==> config.mk <==
export PLATFORM = sky130hd
export DESIGN_NAME = image_rotation_address_generator_core
export DESIGN_NICKNAME = d
export VERILOG_FILES = /design/src/hw/rtl/rotag_pkg.sv /design/src/hw/rtl/rotag_cfg.sv /design/src/hw/rtl/rotag_addr.sv /design/src/hw/rtl/image_rotation_address_generator_core.sv
export SDC_FILE = /design/constraint.sdc
export NUM_CORES = 2
export LEC_CHECK = 0
export BUFFER_PORTS_ARGS = -buffer_cell sky130_fd_sc_hd__buf_2
export CAP_MARGIN = 15
export CORE_UTILIZATION = 35
export DETAILED_ROUTE_END_ITERATION = 8
export PLACE_DENSITY = 0.54
export SETUP_SLACK_MARGIN = 0.2
export SKIP_CTS_REPAIR_TIMING = 1
export SLEW_MARGIN = 5
export SYNTH_ARGS = -nofsm -noshare
export SYNTH_HDL_FRONTEND = slang
export SYNTH_SLANG_ARGS = --single-unit
==> constraint.sdc <==
create_clock -name clk -period 23.8 [get_ports clk]
set_input_delay 3.57 -clock clk [delete_from_list [all_inputs] [get_ports clk]]
set_output_delay 3.57 -clock clk [all_outputs]
set_load 0.01 [all_outputs]
==> src/hw/rtl/rotag_pkg.sv <==
`default_nettype none
// ----------------------------------------------------------------------------
// rotag_pkg
// Shared types and constants of the rotation address generator.
// ----------------------------------------------------------------------------
package rotag_pkg;

	localparam int DIM_W      = 14;
	localparam int STRIDE_W   = 16;
	localparam int CHAN_W     = 4;
	localparam int CFG_IDX_W  = 3;
	localparam int CFG_DATA_W = 32;
	localparam int SRC_OFS_W  = 29;
	localparam int DST_OFS_W  = 28;

	localparam logic [CHAN_W-1:0] CHANNELS_RGBA = 4'd4;

	typedef enum logic [CFG_IDX_W-1:0] {
		REG_ROTATION   = 3'd0,
		REG_SRC_WIDTH  = 3'd1,
		REG_SRC_HEIGHT = 3'd2,
		REG_ROW_BYTES  = 3'd3,
		REG_CHANNELS   = 3'd4
	} cfg_reg_t;

	typedef enum logic [1:0] {
		ANG_0   = 2'd0,
		ANG_90  = 2'd1,
		ANG_180 = 2'd2,
		ANG_270 = 2'd3
	} angle_t;

	typedef enum logic [1:0] {
		STATUS_OK           = 2'd0,
		STATUS_BAD_ANGLE    = 2'd1,
		STATUS_BAD_CHANNELS = 2'd2,
		STATUS_BAD_SIZE     = 2'd3
	} status_t;

	typedef struct packed {
		logic [DIM_W-1:0]    src_width;
		logic [DIM_W-1:0]    src_height;
		logic [STRIDE_W-1:0] row_bytes;
		logic [CHAN_W-1:0]   channel_count;
	} cfg_t;

	typedef struct packed {
		logic   ok;
		angle_t code;
	} rot_t;

	typedef struct packed {
		logic [SRC_OFS_W-1:0] src;
		logic [DST_OFS_W-1:0] dst;
		logic [STRIDE_W-1:0]  stride;
		logic                 last;
	} pix_t;

endpackage
`default_nettype wire

==> src/hw/rtl/rotag_cfg.sv <==
`default_nettype none
// ----------------------------------------------------------------------------
// rotag_cfg
// Configuration registers and the registered reduction of the rotation
// angle to a quarter-turn code with a validity flag.
// ----------------------------------------------------------------------------
module rotag_cfg import rotag_pkg::*; (
	input  logic                  clk,
	input  logic                  arst_n,
	input  logic                  cfg_write_en,
	input  logic [CFG_IDX_W-1:0]  cfg_index,
	input  logic [CFG_DATA_W-1:0] cfg_data,
	output cfg_t                  cfg,
	output rot_t                  rot,
	output logic                  settle
);

	// 2^12 is 1 modulo 45, so 12-bit chunks of the angle add up modulo 45.
	localparam logic [10:0] MOD45_RECIP    = 11'd1456;
	localparam logic [6:0]  MOD45          = 7'd45;
	// A negative angle reads as itself plus 2^32, which is 256 modulo 360
	// and 31 modulo 45.
	localparam logic [5:0]  NEG_WRAP_MOD45 = 6'd31;

	logic [31:0]         rot_deg_q;
	logic [DIM_W-1:0]    width_q;
	logic [DIM_W-1:0]    height_q;
	logic [STRIDE_W-1:0] row_bytes_q;
	logic [CHAN_W-1:0]   chan_q;
	rot_t                rot_q;
	logic                settle_q;

	logic [13:0] chunk_sum;
	logic [12:0] fold;
	logic [23:0] recip_prod;
	logic [7:0]  quot;
	logic [12:0] quot_x45;
	logic [6:0]  rem_wide;
	logic [5:0]  rem45;
	logic [5:0]  rem_target;
	rot_t        rot_next;

	always_ff @(posedge clk or negedge arst_n) begin
		if (!arst_n) begin
			rot_deg_q   <= 32'd360;
			width_q     <= 14'd1;
			height_q    <= 14'd1;
			row_bytes_q <= 16'd4;
			chan_q      <= CHANNELS_RGBA;
			settle_q    <= 1'b0;
		end else begin
			settle_q <= cfg_write_en && (cfg_index == REG_ROTATION);
			if (cfg_write_en) begin
				unique case (cfg_index)
					REG_ROTATION:   rot_deg_q   <= cfg_data;
					REG_SRC_WIDTH:  width_q     <= cfg_data[DIM_W-1:0];
					REG_SRC_HEIGHT: height_q    <= cfg_data[DIM_W-1:0];
					REG_ROW_BYTES:  row_bytes_q <= cfg_data[STRIDE_W-1:0];
					REG_CHANNELS:   chan_q      <= cfg_data[CHAN_W-1:0];
					default: ;
				endcase
			end
		end
	end

	always_comb begin
		chunk_sum  = 14'(rot_deg_q[11:0]) + 14'(rot_deg_q[23:12]) + 14'(rot_deg_q[31:24]);
		fold       = 13'(chunk_sum[11:0]) + 13'(chunk_sum[13:12]);
		// The reciprocal is rounded down, so the quotient is short by at most one.
		recip_prod = 24'(fold) * 24'(MOD45_RECIP);
		quot       = recip_prod[23:16];
		quot_x45   = 13'(quot) * 13'(MOD45);
		rem_wide   = 7'(fold - quot_x45);
		rem45      = (rem_wide >= MOD45) ? 6'(rem_wide - MOD45) : rem_wide[5:0];
		rem_target = rot_deg_q[31] ? NEG_WRAP_MOD45 : 6'd0;
		// Divisible by 90 means zero modulo 45 and even; the quarter turn then
		// sits in bits 2:1, since 360 is a multiple of 8.
		rot_next.ok   = (rem45 == rem_target) && !rot_deg_q[0];
		rot_next.code = angle_t'(rot_deg_q[2:1]);
	end

	always_ff @(posedge clk or negedge arst_n) begin
		if (!arst_n) begin
			rot_q.ok   <= 1'b1;
			rot_q.code <= ANG_0;
		end else begin
			rot_q <= rot_next;
		end
	end

	assign cfg.src_width     = width_q;
	assign cfg.src_height    = height_q;
	assign cfg.row_bytes     = row_bytes_q;
	assign cfg.channel_count = chan_q;
	assign rot               = rot_q;
	assign settle            = settle_q;

endmodule
`default_nettype wire

==> src/hw/rtl/rotag_addr.sv <==
`default_nettype none
// ----------------------------------------------------------------------------
// rotag_addr
// Maps one output pixel to its source pixel and forms the source and
// destination byte offsets, the output stride and the last-pixel flag.
// ----------------------------------------------------------------------------
module rotag_addr import rotag_pkg::*; (
	input  logic [DIM_W-1:0] x,
	input  logic [DIM_W-1:0] y,
	input  angle_t           code,
	input  cfg_t             cfg,
	input  logic [DIM_W-1:0] out_w,
	input  logic [DIM_W-1:0] out_h,
	output pix_t             pix
);

	// Source coordinates can go negative when sizes change mid-frame; the
	// offsets then wrap exactly as a two's complement product does.
	logic signed [DIM_W:0]  x_s;
	logic signed [DIM_W:0]  y_s;
	logic signed [DIM_W:0]  w_m1_x;
	logic signed [DIM_W:0]  w_m1_y;
	logic signed [DIM_W:0]  h_m1_x;
	logic signed [DIM_W:0]  h_m1_y;
	logic signed [DIM_W:0]  sx;
	logic signed [DIM_W:0]  sy;
	logic signed [31:0]     row_part;
	logic signed [31:0]     col_part;
	logic signed [31:0]     src_sum;
	logic [2*DIM_W:0]       dst_pixels;

	always_comb begin
		x_s    = $signed({1'b0, x});
		y_s    = $signed({1'b0, y});
		w_m1_x = $signed({1'b0, cfg.src_width}) - x_s - 15'sd1;
		w_m1_y = $signed({1'b0, cfg.src_width}) - y_s - 15'sd1;
		h_m1_x = $signed({1'b0, cfg.src_height}) - x_s - 15'sd1;
		h_m1_y = $signed({1'b0, cfg.src_height}) - y_s - 15'sd1;

		case (code)
			ANG_0: begin
				sx = x_s;
				sy = y_s;
			end
			ANG_90: begin
				sx = y_s;
				sy = h_m1_x;
			end
			ANG_180: begin
				sx = w_m1_x;
				sy = h_m1_y;
			end
			ANG_270: begin
				sx = w_m1_y;
				sy = x_s;
			end
		endcase

		row_part = {{(32-DIM_W-1){sy[DIM_W]}}, sy} * $signed({16'd0, cfg.row_bytes});
		col_part = {{(32-DIM_W-3){sx[DIM_W]}}, sx, 2'b00};
		src_sum  = row_part + col_part;

		dst_pixels = (2*DIM_W+1)'(y) * (2*DIM_W+1)'(out_w) + (2*DIM_W+1)'(x);

		pix.src    = src_sum[SRC_OFS_W-1:0];
		pix.dst    = {dst_pixels[DST_OFS_W-3:0], 2'b00};
		pix.stride = {out_w, 2'b00};
		pix.last   = (({1'b0, x} + 15'd1) >= {1'b0, out_w}) &&
		             (({1'b0, y} + 15'd1) >= {1'b0, out_h});
	end

endmodule
`default_nettype wire

==> src/hw/rtl/image_rotation_address_generator_core.sv <==
// An accepted request waits in the input register until it may go, then its result
// is registered. Throughput: one request per cycle while results are taken; processing
// pauses after each rotation register write while the registered angle reduction settles.
// Reset (arst_n low, asynchronous): no frame running, no result pending, raster
// at pixel zero, configuration back to 360 degrees, 1 x 1 pixels, 4-byte rows, 4 channels.
`default_nettype none
// ----------------------------------------------------------------------------
// image_rotation_address_generator_core
// Steps the output raster of a rotated RGBA frame and gives the source and
// destination byte offsets of one pixel per request while a frame runs.
// ----------------------------------------------------------------------------
module image_rotation_address_generator_core import rotag_pkg::*; #(
	parameter int unsigned     MAX_DIM         = 8192,
	parameter longint unsigned MAX_FRAME_BYTES = 268435456
) (
	input  logic                  clk,
	input  logic                  arst_n,
	input  logic                  cfg_write_en,
	input  logic [CFG_IDX_W-1:0]  cfg_index,
	input  logic [CFG_DATA_W-1:0] cfg_data,
	input  logic                  in_valid,
	output logic                  in_ready,
	input  logic                  begin_frame,
	output logic                  out_valid,
	input  logic                  out_ready,
	output logic [SRC_OFS_W-1:0]  src_byte_offset,
	output logic [DST_OFS_W-1:0]  dst_byte_offset,
	output logic [STRIDE_W-1:0]   out_row_bytes,
	output logic [1:0]            status_code,
	output logic                  last_pixel
);

	localparam logic [16:0] DIM_LIMIT   = 17'(MAX_DIM);
	localparam logic [31:0] FRAME_LIMIT = 32'(MAX_FRAME_BYTES);

	cfg_t cfg;
	rot_t rot;
	logic settle;

	logic             valid_s1;
	logic             begin_s1;
	logic             running_q;
	angle_t           angle_q;
	logic [DIM_W-1:0] col_q;
	logic [DIM_W-1:0] row_q;

	logic                 out_valid_q;
	logic [SRC_OFS_W-1:0] src_q;
	logic [DST_OFS_W-1:0] dst_q;
	logic [STRIDE_W-1:0]  stride_q;
	status_t              status_q;
	logic                 last_q;

	logic             out_free;
	logic             go;
	logic             produce;
	angle_t           code_use;
	logic             swap;
	logic [DIM_W-1:0] out_w;
	logic [DIM_W-1:0] out_h;
	logic [DIM_W:0]   col_inc;
	logic             col_wrap;
	logic [DIM_W:0]   row_inc;
	logic [DIM_W-1:0] next_col;
	logic [DIM_W-1:0] next_row;
	logic [DIM_W-1:0] x;
	logic [DIM_W-1:0] y;
	logic [29:0]      frame_bytes;
	logic             size_bad;
	status_t          begin_status;
	status_t          res_status;
	logic             err;
	pix_t             pix;

	rotag_cfg u_cfg (
		.clk          (clk),
		.arst_n       (arst_n),
		.cfg_write_en (cfg_write_en),
		.cfg_index    (cfg_index),
		.cfg_data     (cfg_data),
		.cfg          (cfg),
		.rot          (rot),
		.settle       (settle)
	);

	assign out_free = !out_valid_q || out_ready;
	assign go       = valid_s1 && !settle && out_free;
	assign in_ready = !valid_s1 || go;
	assign produce  = go && (begin_s1 || running_q);

	always_comb begin
		code_use = begin_s1 ? rot.code : angle_q;
		swap     = (code_use == ANG_90) || (code_use == ANG_270);
		out_w    = swap ? cfg.src_height : cfg.src_width;
		out_h    = swap ? cfg.src_width : cfg.src_height;

		// Compares are greater-or-equal so a frame still ends when sizes shrink.
		col_inc  = {1'b0, col_q} + 15'd1;
		col_wrap = col_inc >= {1'b0, out_w};
		next_col = col_wrap ? '0 : col_inc[DIM_W-1:0];
		row_inc  = col_wrap ? ({1'b0, row_q} + 15'd1) : {1'b0, row_q};
		if (row_inc >= {1'b0, out_h}) begin
			next_row = (out_h == '0) ? '0 : out_h - 14'd1;
		end else begin
			next_row = row_inc[DIM_W-1:0];
		end

		x = begin_s1 ? '0 : next_col;
		y = begin_s1 ? '0 : next_row;

		frame_bytes = 30'({out_w, 2'b00}) * 30'(out_h);
		size_bad    = (out_w == '0) || (out_h == '0) ||
		              (17'(out_w) > DIM_LIMIT) || (17'(out_h) > DIM_LIMIT) ||
		              (32'(frame_bytes) > FRAME_LIMIT);

		if (!rot.ok) begin
			begin_status = STATUS_BAD_ANGLE;
		end else if (cfg.channel_count != CHANNELS_RGBA) begin
			begin_status = STATUS_BAD_CHANNELS;
		end else if (size_bad) begin
			begin_status = STATUS_BAD_SIZE;
		end else begin
			begin_status = STATUS_OK;
		end
		res_status = begin_s1 ? begin_status : STATUS_OK;
		err        = res_status != STATUS_OK;
	end

	rotag_addr u_addr (
		.x     (x),
		.y     (y),
		.code  (code_use),
		.cfg   (cfg),
		.out_w (out_w),
		.out_h (out_h),
		.pix   (pix)
	);

	always_ff @(posedge clk or negedge arst_n) begin
		if (!arst_n) begin
			valid_s1    <= 1'b0;
			begin_s1    <= 1'b0;
			running_q   <= 1'b0;
			angle_q     <= ANG_0;
			col_q       <= '0;
			row_q       <= '0;
			out_valid_q <= 1'b0;
		end else begin
			if (in_ready) begin
				valid_s1 <= in_valid;
				begin_s1 <= begin_frame;
			end
			if (go && begin_s1 && rot.ok) begin
				angle_q <= rot.code;
			end
			if (produce) begin
				if (err) begin
					running_q <= 1'b0;
				end else begin
					col_q     <= x;
					row_q     <= y;
					running_q <= !pix.last;
				end
			end
			if (produce) begin
				out_valid_q <= 1'b1;
			end else if (out_ready) begin
				out_valid_q <= 1'b0;
			end
		end
	end

	always_ff @(posedge clk) begin
		if (produce) begin
			src_q    <= err ? '0 : pix.src;
			dst_q    <= err ? '0 : pix.dst;
			stride_q <= err ? '0 : pix.stride;
			status_q <= res_status;
			last_q   <= err ? 1'b1 : pix.last;
		end
	end

	assign out_valid       = out_valid_q;
	assign src_byte_offset = src_q;
	assign dst_byte_offset = dst_q;
	assign out_row_bytes   = stride_q;
	assign status_code     = status_q;
	assign last_pixel      = last_q;

`ifndef SYNTHESIS
	a_error_result_shape: assert property (@(posedge clk) disable iff (!arst_n)
		out_valid_q && (status_q != STATUS_OK) |->
			last_q && (src_q == '0) && (dst_q == '0) && (stride_q == '0))
		else $error("error result carries offsets or lacks the last mark");

	a_last_ends_frame: assert property (@(posedge clk) disable iff (!arst_n)
		produce && !err && pix.last |=> !running_q)
		else $error("frame still running after its last pixel");

	a_idle_advance_silent: assert property (@(posedge clk) disable iff (!arst_n)
		go && !begin_s1 && !running_q |=> !out_valid_q)
		else $error("advance request while idle produced a result");

	a_angle_latched: assert property (@(posedge clk) disable iff (!arst_n)
		go && begin_s1 && rot.ok |=> angle_q == $past(rot.code))
		else $error("quarter-turn code not latched at frame start");
`endif

endmodule
`default_nettype wire
==> reports/metrics.cfg <==
[critical_path]
cp.arrival_ns = 17.86
cp_common_cell = fa_1
worst-path-max-fanout = 57
cp-start-kind = register
critPathMaxStageDelay_ns = 0.70
critPathRequiredTime_ns = 24.18
worstSetupPathType = reg -> reg
cpMaxStageDelayCell = nand2_1
end_kind = register

[sta]
max_freq_mhz = 57.2
fin_tns_setup_ns = 0
rsz0062_at_grt = false
finalHoldViolCount = 0
slew_violations = 0
slew_headroom_pct = 32.9
fin_worst_skew_ns = 0.0276
min_period_ns = 17.49
setup_viol = 0
worstMarginPinSlew_ns = 1.00
min_period_over_period_pct = 73.5

[routing]
wirelength_um = 125000
viasPerCell = 5.36
ant_nets = 0
drt_iter0_markers = 2274
drc = 0
wl_per_cell_um = 21.3
first_pass_iters = 7
vias = 31400

[clocking]
cts_root_buf = clkbuf_16
cts_tree = yes
cts_max_level = 4
cts.clk_slew.worst_paths_ns = 0.08
clkSinkCount = 190
cts_buffer_depth = 2
clock_latency_ns = 0.55
cts_made_buffers = 17

[synth]
syn_area_per_cell_um2 = 8.80
ys_seq_elements = 190
yosysUniqueCellTypes = 87
ys.flop_type = dfrtp_1
synthTopCellsByCount = 719 x inv_1, 587 x nand2_1, 540 x fa_1
synth_top_cell_area_share_pct = 28.1
ys_seq_area_share_pct = 13.3
synthCells = 4379
synthMostInstantiatedCell = inv_1
synth_area_leaders = fa_1 28%, ha_1 15%, dfrtp_1 7.1%
yosysTopAreaCell = fa_1
synthArstFlopShare_pct = 62.1
yosysWarnings = 0
synth_edf_count = 72
synth_area_um2 = 38500

[placed_design]
gp_congestion = 0.954
portBuffers = 114
place_hpwl_um = 101000

[die]
fp.dieH_um = 334
die-area_um2 = 111000
initial_utilization_pct = 35.3
core_um2 = 109000
ios = 119
die_x_um = 334
rows = 121

[grt]
grt.total_usage_pct = 22.9
grt_pass1_wl_um = 193000
overflow = 0
grt_pass1_vias = 31700
antenna_found_initial = 6
grt_max_degree = 58

[finish]
fillCellCount = 11200
syn2layout_area_growth_pct = 7.42
final_nets = 5474
multi_input_area_um2 = 30100
drive_above_1_share_pct = 8.11
seqCellArea_um2 = 5130

[min_path]
hold_class = reg -> reg

[run_status]
status = completed

[run]
drv_cap = 0

## layer usage
layer / wire length (um) / GRT usage, % / vias up
met5: 27 / 0 / -
met4: 4610 / 7.89 / 4
met3: 8310 / 4.05 / 257
met2: 59000 / 38.1 / 1036
met1: 52600 / 29.8 / 15700
li1: - / - / 14400
## cells in the final DEF (no fill, tap or decap), drive strengths merged, types with 92 or more instances in the layout
| cell | instances |
|---|---|
| a21oi | 138 |
| and2 | 92 |
| buf | 179 |
| dfrtp | 109 |
| fa | 540 |
| ha | 466 |
| inv | 730 |
| mux2 | 92 |
| nand2 | 587 |
| nor2 | 357 |
| o21ai | 112 |
| xnor2 | 130 |
## final cells by class
type	instances	share of cell area, %
Clock buffer	17	1.03
Tap cell	1414	4.28
Sequential cell	190	12.4
Multi-Input combinational cell	3308	72.7
Timing Repair Buffer	179	2.56
Antenna cell	1	0.00605
Clock inverter	15	0.372
Inverter	731	6.64
## kinds of logic after synthesis
| group | Yosys count | share of synthesized area [%] |
|---|---|---|
| buffers and inverters | 884 | 8.76 |
| adders and majority gates | 1006 | 43.2 |
| xor gates and xnor gates | 203 | 4.69 |
| other | 1 | 0.00973 |
| AOI/OAI and AO/OA | 587 | 10.2 |
| and+or+nand+nor | 1393 | 16.3 |
| DFF | 190 | 13.3 |
| muxes | 115 | 3.50 |
## worst max-delay path, delay by kind of cell, from the launching register on
kind	cells	cell delay, ns
muxes	2	0.89
AOI/OAI and AO/OA	20	4.97
xor gates and xnor gates	2	0.37
adders and majority gates	11	4.76
and+or+nand+nor	11	3.25
DFF	1	0.33
buffers and inverters	9	2.71
## worst paths after layout
kind,depth (start not counted),from,endpoint,slack [ns]
min in group asynchronous,1,arst_n,u_cfg.rot_deg_q[21],2.95
setup / recovery,55,begin_s1,src_byte_offset[27],6.31
hold reg to reg,1,u_cfg.chan_q[1],u_cfg.chan_q[1],0.51
setup reg to reg,55,begin_s1,src_byte_offset[27],6.31
hold / removal,1,u_cfg.chan_q[1],u_cfg.chan_q[1],0.51
max in group asynchronous,2,arst_n,row_q[0],19.74
## registers in the layout (all words and copies together) (netlist names), 16 cells and up
register / count
u_cfg.rot_deg_q: 32
src_byte_offset: 29
dst_byte_offset: 26
u_cfg.row_bytes_q: 16
## per-stage QoR
| step | util, % | instances | hold slack, ns | worst slack (ns) | instance area (um^2) |
|---|---|---|---|---|---|
| final | 38.0 | 5855 | 0.508 | 6.31 | 41400 |
| after CTS | 38.0 | 5854 | 0.511 | 6.52 | 41400 |
| after global placement | 37.4 | 5822 | 0.490 | 6.83 | 40800 |
| after floorplan | - | 4382 | 0.376 | 8.59 | 38500 |
| after global routing | 38.0 | 5854 | 0.536 | 5.42 | 41400 |
| after detailed placement | 37.4 | 5822 | 0.495 | 6.57 | 40800 |
Power is left out: the tool's default activity adds up to more than one toggle a clock period on the data nets, which glitch-free logic cannot reach.
